$ cat config.mk
export PLATFORM = sky130hd
export DESIGN_NAME = weekly_setpoint_scheduler_top
export DESIGN_NICKNAME = d
export VERILOG_FILES = /design/src/design/wss_pkg.sv /design/src/design/weekly_setpoint_scheduler_top.sv /design/src/design/wss_cell.sv /design/src/design/wss_ring.sv /design/src/design/wss_ctrl.sv
export SDC_FILE = /design/constraint.sdc
export NUM_CORES = 2
export LEC_CHECK = 0
export ABC_AREA = 1
export BUFFER_PORTS_ARGS = -buffer_cell sky130_fd_sc_hd__buf_2
export CAP_MARGIN = 20
export CORE_MARGIN = 1
export CORE_UTILIZATION = 45
export DETAILED_ROUTE_END_ITERATION = 7
export PLACE_DENSITY = 0.63
export SYNTH_ARGS = -nofsm -noshare
export SYNTH_HDL_FRONTEND = slang
export SYNTH_HIERARCHICAL = 1
export SYNTH_SLANG_ARGS = --single-unit
$ cat constraint.sdc
create_clock -name clk -period 5.9 [get_ports clk]
set_clock_uncertainty 0.2 [all_clocks]
set_input_delay 1.18 -clock clk [delete_from_list [all_inputs] [get_ports clk]]
set_output_delay 1.18 -clock clk [all_outputs]
set_load 0.01 [all_outputs]
$ cat src/design/wss_pkg.sv
// ----------------------------------------------------------------------------
// Weekly setpoint scheduler package
// Types, codes and helper functions shared by the scheduler modules.
// ----------------------------------------------------------------------------
package wss_pkg;

  localparam int ENTRIES = 128;
  localparam int PTR_W   = (ENTRIES > 1) ? $clog2(ENTRIES) : 1;
  localparam int IDX_W   = 7;
  localparam int CW      = ((PTR_W > IDX_W) ? PTR_W : IDX_W) + 1;
  localparam int KEY_W   = 14;

  localparam logic REQ_LOAD = 1'b0;
  localparam logic REQ_TIME = 1'b1;

  localparam logic [2:0] DAY_SUNDAY_IN = 3'd0;
  localparam logic [2:0] DAY_SUNDAY    = 3'd7;

  typedef logic [PTR_W-1:0] ptr_t;
  typedef logic [IDX_W-1:0] idx_t;
  typedef logic [CW-1:0]    cmp_t;
  typedef logic [KEY_W-1:0] key_t;

  typedef struct packed {
    logic [2:0] day;
    logic [4:0] hour;
    logic [5:0] minute;
    logic [7:0] value;
  } entry_t;

  typedef struct packed {
    logic   en;
    entry_t data;
  } ring_wr_t;

  typedef struct packed {
    ptr_t   idx;
    entry_t data;
  } ring_head_t;

  typedef enum logic [1:0] {
    ST_IDLE,
    ST_LOAD,
    ST_SCAN,
    ST_DECIDE
  } state_t;

  typedef enum logic [1:0] {
    STAT_KEEP    = 2'd0,
    STAT_STEP    = 2'd1,
    STAT_RELOC   = 2'd2,
    STAT_INVALID = 2'd3
  } status_t;

  typedef enum logic [1:0] {
    ORD_BEFORE,
    ORD_EQUAL,
    ORD_AFTER
  } order_t;

  function automatic key_t entry_key(entry_t e);
    return {e.day, e.hour, e.minute};
  endfunction

  function automatic order_t key_order(key_t now_k, key_t ref_k);
    if (now_k < ref_k) begin
      return ORD_BEFORE;
    end else if (now_k > ref_k) begin
      return ORD_AFTER;
    end
    return ORD_EQUAL;
  endfunction

  function automatic cmp_t widen_ptr(ptr_t p);
    return CW'(p);
  endfunction

  function automatic cmp_t widen_idx(idx_t i);
    return CW'(i);
  endfunction

endpackage

$ cat src/design/weekly_setpoint_scheduler_top.sv
// A valid time transaction is scanned over one full turn of the programme ring past the
// comparison head and is then decided in the decision state before its result is offered.
// One transaction at a time: the next is taken once the block is idle again, after the scan
// and decision for a valid time, the decision for an invalid time or a load's slot write.
// A result still stalled at the output holds back the next decision and the input.
// Reset is synchronous: indices return to 0 and 1, last_index to 0; entries stay undefined.
// ----------------------------------------------------------------------------
// Weekly setpoint scheduler
// Holds a sorted weekly programme and decides the setpoint for each time point.
// ----------------------------------------------------------------------------
module weekly_setpoint_scheduler_top import wss_pkg::*; (
  input  logic              clk,
  input  logic              rst,
  input  logic              in_valid,
  output logic              in_stall,
  input  logic              req_type,
  input  logic [6:0]        entry_index,
  input  logic [2:0]        entry_day,
  input  logic [4:0]        entry_hour,
  input  logic [5:0]        entry_minute,
  input  logic signed [7:0] entry_value,
  input  logic [2:0]        now_day,
  input  logic [4:0]        now_hour,
  input  logic [5:0]        now_minute,
  input  logic              time_valid,
  input  logic              override_on,
  input  logic signed [7:0] override_value,
  input  logic              cfg_valid,
  output logic              cfg_ready,
  input  logic [6:0]        cfg_data,
  output logic              out_valid,
  input  logic              out_stall,
  output logic [1:0]        status,
  output logic signed [7:0] setpoint,
  output logic              override_still_on,
  output logic [6:0]        prev_index_out,
  output logic [6:0]        next_index_out
);

  ring_wr_t   ring_wr;
  ring_head_t ring_head;

  wss_ring u_ring (
    .clk  (clk),
    .rst  (rst),
    .wr   (ring_wr),
    .head (ring_head)
  );

  wss_ctrl u_ctrl (
    .clk               (clk),
    .rst               (rst),
    .in_valid          (in_valid),
    .in_stall          (in_stall),
    .req_type          (req_type),
    .entry_index       (entry_index),
    .entry_day         (entry_day),
    .entry_hour        (entry_hour),
    .entry_minute      (entry_minute),
    .entry_value       (entry_value),
    .now_day           (now_day),
    .now_hour          (now_hour),
    .now_minute        (now_minute),
    .time_valid        (time_valid),
    .override_on       (override_on),
    .override_value    (override_value),
    .cfg_valid         (cfg_valid),
    .cfg_ready         (cfg_ready),
    .cfg_data          (cfg_data),
    .out_valid         (out_valid),
    .out_stall         (out_stall),
    .status            (status),
    .setpoint          (setpoint),
    .override_still_on (override_still_on),
    .prev_index_out    (prev_index_out),
    .next_index_out    (next_index_out),
    .wr                (ring_wr),
    .head              (ring_head)
  );

endmodule

$ cat src/design/wss_cell.sv
// ----------------------------------------------------------------------------
// Scheduler ring cell
// Holds one programme entry and passes it to its neighbour every cycle.
// ----------------------------------------------------------------------------
module wss_cell import wss_pkg::*; (
  input  logic   clk,
  input  entry_t shift_in,
  input  logic   load,
  input  entry_t load_data,
  output entry_t data
);

  always_ff @(posedge clk) begin
    if (load) begin
      data <= load_data;
    end else begin
      data <= shift_in;
    end
  end

endmodule

$ cat src/design/wss_ring.sv
// ----------------------------------------------------------------------------
// Scheduler programme ring
// A closed chain of entry cells that rotates by one slot per cycle.
// ----------------------------------------------------------------------------
module wss_ring import wss_pkg::*; (
  input  logic       clk,
  input  logic       rst,
  input  ring_wr_t   wr,
  output ring_head_t head
);

  entry_t cells [ENTRIES];
  ptr_t   head_idx;

  // The entry leaving the head re-enters at the tail, or is replaced there.
  for (genvar i = 0; i < ENTRIES; i++) begin : g_cell
    if (i == ENTRIES - 1) begin : g_tail
      wss_cell u_cell (
        .clk       (clk),
        .shift_in  (cells[0]),
        .load      (wr.en),
        .load_data (wr.data),
        .data      (cells[i])
      );
    end else begin : g_body
      wss_cell u_cell (
        .clk       (clk),
        .shift_in  (cells[i+1]),
        .load      (1'b0),
        .load_data (wr.data),
        .data      (cells[i])
      );
    end
  end

  always_ff @(posedge clk) begin
    if (rst) begin
      head_idx <= '0;
    end else if (head_idx == PTR_W'(ENTRIES - 1)) begin
      head_idx <= '0;
    end else begin
      head_idx <= head_idx + PTR_W'(1);
    end
  end

  assign head = '{idx: head_idx, data: cells[0]};

endmodule

$ cat src/design/wss_ctrl.sv
// ----------------------------------------------------------------------------
// Scheduler controller
// Sequences loads and evaluations, scans the ring and registers the result.
// ----------------------------------------------------------------------------
module wss_ctrl import wss_pkg::*; (
  input  logic              clk,
  input  logic              rst,
  input  logic              in_valid,
  output logic              in_stall,
  input  logic              req_type,
  input  logic [6:0]        entry_index,
  input  logic [2:0]        entry_day,
  input  logic [4:0]        entry_hour,
  input  logic [5:0]        entry_minute,
  input  logic signed [7:0] entry_value,
  input  logic [2:0]        now_day,
  input  logic [4:0]        now_hour,
  input  logic [5:0]        now_minute,
  input  logic              time_valid,
  input  logic              override_on,
  input  logic signed [7:0] override_value,
  input  logic              cfg_valid,
  output logic              cfg_ready,
  input  logic [6:0]        cfg_data,
  output logic              out_valid,
  input  logic              out_stall,
  output logic [1:0]        status,
  output logic signed [7:0] setpoint,
  output logic              override_still_on,
  output logic [6:0]        prev_index_out,
  output logic [6:0]        next_index_out,
  output ring_wr_t          wr,
  input  ring_head_t        head
);

  state_t     state;
  state_t     state_next;
  idx_t       last_index;
  idx_t       prev_entry;
  idx_t       next_entry;
  ptr_t       scan_cnt;
  logic       found;
  idx_t       found_idx;

  key_t       now_key;
  logic       ov_on_r;
  logic [7:0] ov_val_r;
  logic       inv_r;
  idx_t       ld_idx;
  entry_t     ld_entry;
  key_t       prev_key;
  logic [7:0] prev_val;
  key_t       next_key;
  logic [7:0] step_val;
  logic [7:0] zero_val;

  logic       take;
  logic       scanning;
  logic       fire;
  logic       load_ok;
  logic       load_hit;
  logic       scan_last;
  logic       scan_take;
  logic [2:0] day_fix;
  key_t       head_key;
  cmp_t       head_w;
  idx_t       lim;
  cmp_t       lim_w;
  cmp_t       prev_w;
  cmp_t       prev_inc;
  cmp_t       nxt_w;
  cmp_t       step_p;
  cmp_t       step_n;
  idx_t       nxt;
  order_t     p1;
  order_t     p2;
  status_t    dec_status;
  logic [7:0] dec_target;
  logic       dec_ov;
  idx_t       dec_prev;
  idx_t       dec_next;

  assign cfg_ready = 1'b1;
  assign lim       = (widen_idx(last_index) < CW'(ENTRIES - 1)) ? last_index
                                                                : IDX_W'(ENTRIES - 1);
  assign lim_w     = widen_idx(lim);
  assign day_fix   = (now_day == DAY_SUNDAY_IN) ? DAY_SUNDAY : now_day;
  assign head_key  = entry_key(head.data);
  assign head_w    = widen_ptr(head.idx);
  assign load_ok   = widen_idx(entry_index) < CW'(ENTRIES);
  assign load_hit  = head_w == widen_idx(ld_idx);
  assign scan_last = scan_cnt == PTR_W'(ENTRIES - 1);
  assign scan_take = (head_w <= lim_w) && (key_order(now_key, head_key) != ORD_AFTER)
                     && (!found || (head_w < widen_idx(found_idx)));

  always_comb begin : next_state_logic
    state_next = state;
    case (state)
      ST_IDLE: begin
        if (in_valid) begin
          if (req_type == REQ_LOAD) begin
            if (load_ok) begin
              state_next = ST_LOAD;
            end
          end else if (time_valid) begin
            state_next = ST_SCAN;
          end else begin
            state_next = ST_DECIDE;
          end
        end
      end
      ST_LOAD: begin
        if (load_hit) begin
          state_next = ST_IDLE;
        end
      end
      ST_SCAN: begin
        if (scan_last) begin
          state_next = ST_DECIDE;
        end
      end
      ST_DECIDE: begin
        if (!out_valid || !out_stall) begin
          state_next = ST_IDLE;
        end
      end
      default: begin
        state_next = ST_IDLE;
      end
    endcase
  end

  always_comb begin : output_logic
    in_stall = 1'b1;
    take     = 1'b0;
    scanning = 1'b0;
    fire     = 1'b0;
    wr.en    = 1'b0;
    wr.data  = ld_entry;
    case (state)
      ST_IDLE: begin
        in_stall = 1'b0;
        take     = in_valid;
      end
      ST_LOAD: begin
        wr.en = load_hit;
      end
      ST_SCAN: begin
        scanning = 1'b1;
      end
      ST_DECIDE: begin
        fire = !out_valid || !out_stall;
      end
      default: begin
        in_stall = 1'b1;
      end
    endcase
  end

  always_comb begin : decide_logic
    prev_w   = widen_idx(prev_entry);
    prev_inc = prev_w + CW'(1);
    p1       = key_order(now_key, prev_key);
    if (prev_w < lim_w) begin
      p2  = key_order(now_key, next_key);
      nxt = next_entry;
    end else begin
      p2  = ORD_BEFORE;
      nxt = '0;
    end
    nxt_w = widen_idx(nxt);

    if (nxt_w == lim_w) begin
      step_p = prev_inc;
      step_n = '0;
    end else if (prev_w == lim_w) begin
      step_p = '0;
      step_n = CW'(1);
    end else begin
      step_p = prev_inc;
      step_n = nxt_w + CW'(1);
    end
    if (step_p > lim_w) begin
      step_p = '0;
    end
    if (step_n > lim_w) begin
      step_n = '0;
    end

    dec_status = STAT_INVALID;
    dec_target = '0;
    dec_ov     = ov_on_r;
    dec_prev   = prev_entry;
    dec_next   = next_entry;
    if (inv_r) begin
      dec_status = STAT_INVALID;
    end else if ((p1 == ORD_EQUAL) || ((p1 == ORD_AFTER) && (p2 == ORD_BEFORE))) begin
      dec_status = STAT_KEEP;
      dec_target = ov_on_r ? ov_val_r : prev_val;
      dec_next   = nxt;
    end else if (p2 == ORD_EQUAL) begin
      dec_status = STAT_STEP;
      dec_prev   = IDX_W'(step_p);
      dec_next   = IDX_W'(step_n);
      dec_ov     = 1'b0;
      dec_target = (step_p == '0) ? zero_val : step_val;
    end else begin
      dec_status = STAT_RELOC;
      if (found) begin
        dec_prev = (found_idx == '0) ? lim : found_idx - IDX_W'(1);
        dec_next = found_idx;
      end else begin
        dec_prev = lim;
        dec_next = '0;
      end
    end
  end

  always_ff @(posedge clk) begin
    if (rst) begin
      state      <= ST_IDLE;
      last_index <= '0;
      prev_entry <= '0;
      next_entry <= IDX_W'(1);
      out_valid  <= 1'b0;
      found      <= 1'b0;
      scan_cnt   <= '0;
    end else begin
      state <= state_next;
      if (cfg_valid && cfg_ready) begin
        last_index <= cfg_data;
      end
      if (fire) begin
        prev_entry <= dec_prev;
        next_entry <= dec_next;
        out_valid  <= 1'b1;
      end else if (out_valid && !out_stall) begin
        out_valid <= 1'b0;
      end
      if (take) begin
        found    <= 1'b0;
        scan_cnt <= '0;
      end else if (scanning) begin
        scan_cnt <= scan_cnt + PTR_W'(1);
        if (scan_take) begin
          found <= 1'b1;
        end
      end
    end
  end

  always_ff @(posedge clk) begin
    if (take) begin
      now_key   <= {day_fix, now_hour, now_minute};
      ov_on_r   <= override_on;
      ov_val_r  <= override_value;
      inv_r     <= (req_type == REQ_TIME) && !time_valid;
      ld_idx    <= entry_index;
      ld_entry  <= '{day: entry_day, hour: entry_hour, minute: entry_minute,
                     value: entry_value};
      prev_key  <= '0;
      prev_val  <= '0;
      next_key  <= '0;
      step_val  <= '0;
      zero_val  <= '0;
      found_idx <= '0;
    end else if (scanning) begin
      if (head_w == widen_idx(prev_entry)) begin
        prev_key <= head_key;
        prev_val <= head.data.value;
      end
      if (head_w == widen_idx(next_entry)) begin
        next_key <= head_key;
      end
      if (head_w == prev_inc) begin
        step_val <= head.data.value;
      end
      if (head_w == '0) begin
        zero_val <= head.data.value;
      end
      if (scan_take) begin
        found_idx <= IDX_W'(head.idx);
      end
    end
  end

  always_ff @(posedge clk) begin
    if (fire) begin
      status            <= dec_status;
      setpoint          <= dec_target;
      override_still_on <= dec_ov;
      prev_index_out    <= dec_prev;
      next_index_out    <= dec_next;
    end
  end

endmodule

==> metrics.md <==
| Metric | Value |
|---|---|
| Count leader, synth | nand2_1 |
| Post-synth ARST share | 0% |
| Placeable Area | 0.227 mm2 |
| Maximum vdd ir drop | 0.257 mV |
| Initial DRC count | 4541 |
| Worst Path Required | 6.34 ns |
| Largest area contributor in the netlist | dfxtp_1 |
| Final core utilization | 50.8% |
| Final Slew Violations | 0 |
| CTS tree | built |
| Fmax | 0.214 GHz |
| Final WS setup | 1.22 ns |
| Post-synthesis simple-gate area fraction | 32.4% |
| Largest family of logic cells by synthesized area | simple AND/OR/NAND/NOR gates |
| Netlist cell types | 53 |
| M1 wire length | 113 mm |
| Most frequent cells after synthesis | nand2_1, dfxtp_1, buf_6, buf_4, inv_1 |
| GRT Overall Usage | 20.6% |
| Crit path DAT | 5.12 ns |
| Die Area | 0.231 mm2 |
| Initial antenna violation count | 3 |
| I/O Pins | 94 |
| Critical Path Start Type | register |
| HPWL after detailed placement | 143 mm |
| Setup violators final | 0 |
| Clock sink total | 2992 |
| Vias in the first global route | 70952 |
| Worst skew pair latency | 0.94 ns |
| Worst hold path type | register to register |
| Status | complete, no violations |
| Worst Setup EP | u_ctrl/setpoint[1] |
| Layout cells sized above 1 | 5.88% |
| Rows | 175 |
| Setup TNS Final | 0 ns |
| Die width | 481 um |
| Metal3 WL | 9.84 mm |
| Hold_buf cts | 0 |
| Layout Nets | 13755 |
| GRT overflow | 0 |
| Adder-cell share of the synthesized area | 0.983% |
| Routability cong. | 0.846 |
| Critical Path Source | u_ctrl/prev_entry[2] |
| Cells after synthesis | 13038 |
| Kind of end point of the critical path | register |
| Pleak | 0.0602 uW |
| Yosys warns | 6 |
| Hold Path Stages | 2 |
| RR Endpoint | u_ctrl/setpoint[1] |
| Actual slew at the worst max-slew pin | 1.18 ns |
| Mapped Avg Cell Area | 7.90 um2 |
| Post-synth EDFFs | 78 |
| Initial core utilization | 45.3% |
| Yosys reg bits | 2992 |
| CTS Buf Count | 316 |
| Max FO, Critical Path | 14 |
| Crit share post-route | 79.4% |
| Final ANT Viol Nets | 0 |
| Synth Area in XOR/XNOR | 0.246% |
| Clk slew on worst S/H paths | 0.06 ns |
| Syn Std Cell Area | 0.103 mm2 |
| Sequential share of the synthesized area | 58.9% |
| Worst reg-to-reg setup slack | 1.22 ns |
| Max Buffers Root-to-Sink | 4 |
| DR top layer | met5 |
| Post-place setup slack | 1.23 ns |
| Port Buffers | 92 |
| Vias per cell | 4.37 |
| Primary FF master, synth | dfxtp_1 |
| Slew Limit Headroom | 21.4% |
| Hold Crit Start | u_ring/g_cell[13].g_body.u_cell/data[9] |
| Max Cap Viol | 0 |
| RSZ-0062 raised after global routing | no |
| Area Overhead vs Synth | 12.2% |
| First-pass GRT wire length | 383 mm |
| Tmin final | 4.68 ns |
| Vias post-DR | 73635 |
| Worst flop-to-flop path startpoint | u_ctrl/prev_entry[2] |
| Max H-tree Level | 5 |
| Drt wl/cell | 14.1 um |
| Final hold vios | 0 |
| Compound-gate portion of the synthesized area | 1.51% |
| Yosys top cell area share | 56.6% |
| Path type of the worst setup path | register to register |
| Pre-antenna DRT Iters | 7 |
| Total Wirelength | 238 mm |
| Post-cts sizing count | 0 |
| Met2 wire length | 108 mm |
| Die height | 481 um |
| Cell Pwr Density | 458 mW/mm2 |
| Largest net degree at the start of global routing | 129 |
| Setup Fix Bufs, Post-CTS | 0 |
| Root Buffer | clkbuf_16 |
| DRC viols | 0 |
| Synth top area cells | dfxtp_1, nand2_1, buf_6 |
| Post-synthesis mux area share | 0% |
| R2R cell count | 27 |
metrics by stage:
stage               cell area, um2  cells  hold WS, ns  power (uW)
floorplan                   105000  13672        0.196       31400
detailed placement          105000  16299        0.201       33700
global route                116000  16843        0.161       55800
global placement            105000  16299        0.198       33800
CTS                         116000  16842        0.137       53300
finish                      116000  16843        0.182       53000
per-layer routing:
metal	vias to the layer above	track usage (%)
met5	-	0
met3	473	3.06
met1	32093	27.1
met2	1237	34.3
met4	2	6.89
li1	39830	-
worst max-delay path: stages, from the launching register on:
cell and delay [ns]:
dfxtp_1 0.50, ha_1 0.32, a21oi_1 0.15, nand2_1 0.07, nand2_2 0.30, nand3_1 0.29, inv_2 0.18, nand2_1 0.07
nand2_1 0.07, nand3_2 0.07, o21bai_2 0.18, buf_4 0.19, nand2_1 0.07, ha_1 0.19, inv_1 0.06, a21oi_1 0.06
o31ai_1 0.20, nand2_1 0.08, nand2_1 0.06, nand2_1 0.05, nand2_1 0.05, nand2_1 0.16, nand4_1 0.19, nand2_1 0.10
nor2_4 0.28, nand3_1 0.13, nand3_1 0.10, a21oi_1 0.06
registers in the layout (all words and copies together), names as in the netlist, 8 cells and up:
signal	cells
u_ctrl/now_key	14
u_ctrl/step_val	8
u_ctrl/prev_val	8
u_ctrl/next_key	14
u_ring/g_cell.g_body.u_cell/data	2794
u_ctrl/zero_val	8
u_ctrl/ov_val_r	8
u_ring/g_cell.g_tail.u_cell/data	22
u_ctrl/prev_key	14
u_ctrl/wr	22
u_ctrl/setpoint	8
area by class of cell:
class                   count  area, um2
flip-flops and latches   2992      60700
inverters                 315       1180
diodes                      1       2.50
repair buffers            167       1110
well taps                3009       3760
multi-input cells        9816      38600
clock inverters            83        832
clock buffers             460       9430
fillers                 21705     112000
logic make-up (layout without fill, tap and decap cells):
group                    count (synthesis)  in the layout
AND/OR/NAND/NOR                       8800           8800
flip-flops                            2992           2992
buffers and inverters                  864           1025
AO/OA/AOI/OAI                          270            270
adder cells (fa/ha/maj)                 81             81
XOR/XNOR                                29             29
other                                    2            637
placed cells by master, fill, tap and decap left out, types with 7 or more instances in the layout:
| cell | netlist | final |
|---|---|---|
| nand4_1 | 29 | 29 |
| a21oi_1 | 116 | 115 |
| xnor2_1 | 9 | 9 |
| clkbuf_8 | 0 | 75 |
| xor2_1 | 20 | 20 |
| nor3_1 | 13 | 12 |
| o211ai_1 | 12 | 12 |
| edfxtp_1 | 78 | 78 |
| nand2_1 | 8604 | 8604 |
| o21ai_0 | 79 | 79 |
| nor2_1 | 67 | 66 |
| inv_1 | 184 | 184 |
| buf_12 | 0 | 7 |
| bufinv_16 | 0 | 14 |
| buf_4 | 257 | 68 |
| clkinv_2 | 0 | 54 |
| dfxtp_1 | 2914 | 2914 |
| buf_2 | 2 | 92 |
| clkbuf_16 | 0 | 327 |
| clkbuf_1 | 29 | 58 |
| nand3_1 | 50 | 50 |
| ha_1 | 81 | 81 |
| a211oi_1 | 23 | 23 |
| inv_2 | 131 | 131 |
| conb_1 | 2 | 636 |
worst min path at each step:
stage / to
2_1_floorplan: u_ring/g_cell[0].g_body.u_cell/data[0]
3_3_place_gp: u_ring/g_cell[100].g_body.u_cell/data[1]
3_5_place_dp: u_ring/g_cell[79].g_body.u_cell/data[20]
4_1_cts: u_ctrl/ov_val_r[4]
5_1_grt: u_ctrl/ov_val_r[5]
6_report: u_ring/g_cell[12].g_body.u_cell/data[9]
power by group:
group	total [uW]	leakage (uW)	internal [uW]	switching, uW
combinational	8090	0.0299	2410	5680
sequential	25500	0.0252	24200	1240
clock	19500	0.00511	11700	7800
No activity file was read; power rests on OpenSTA's default activity.
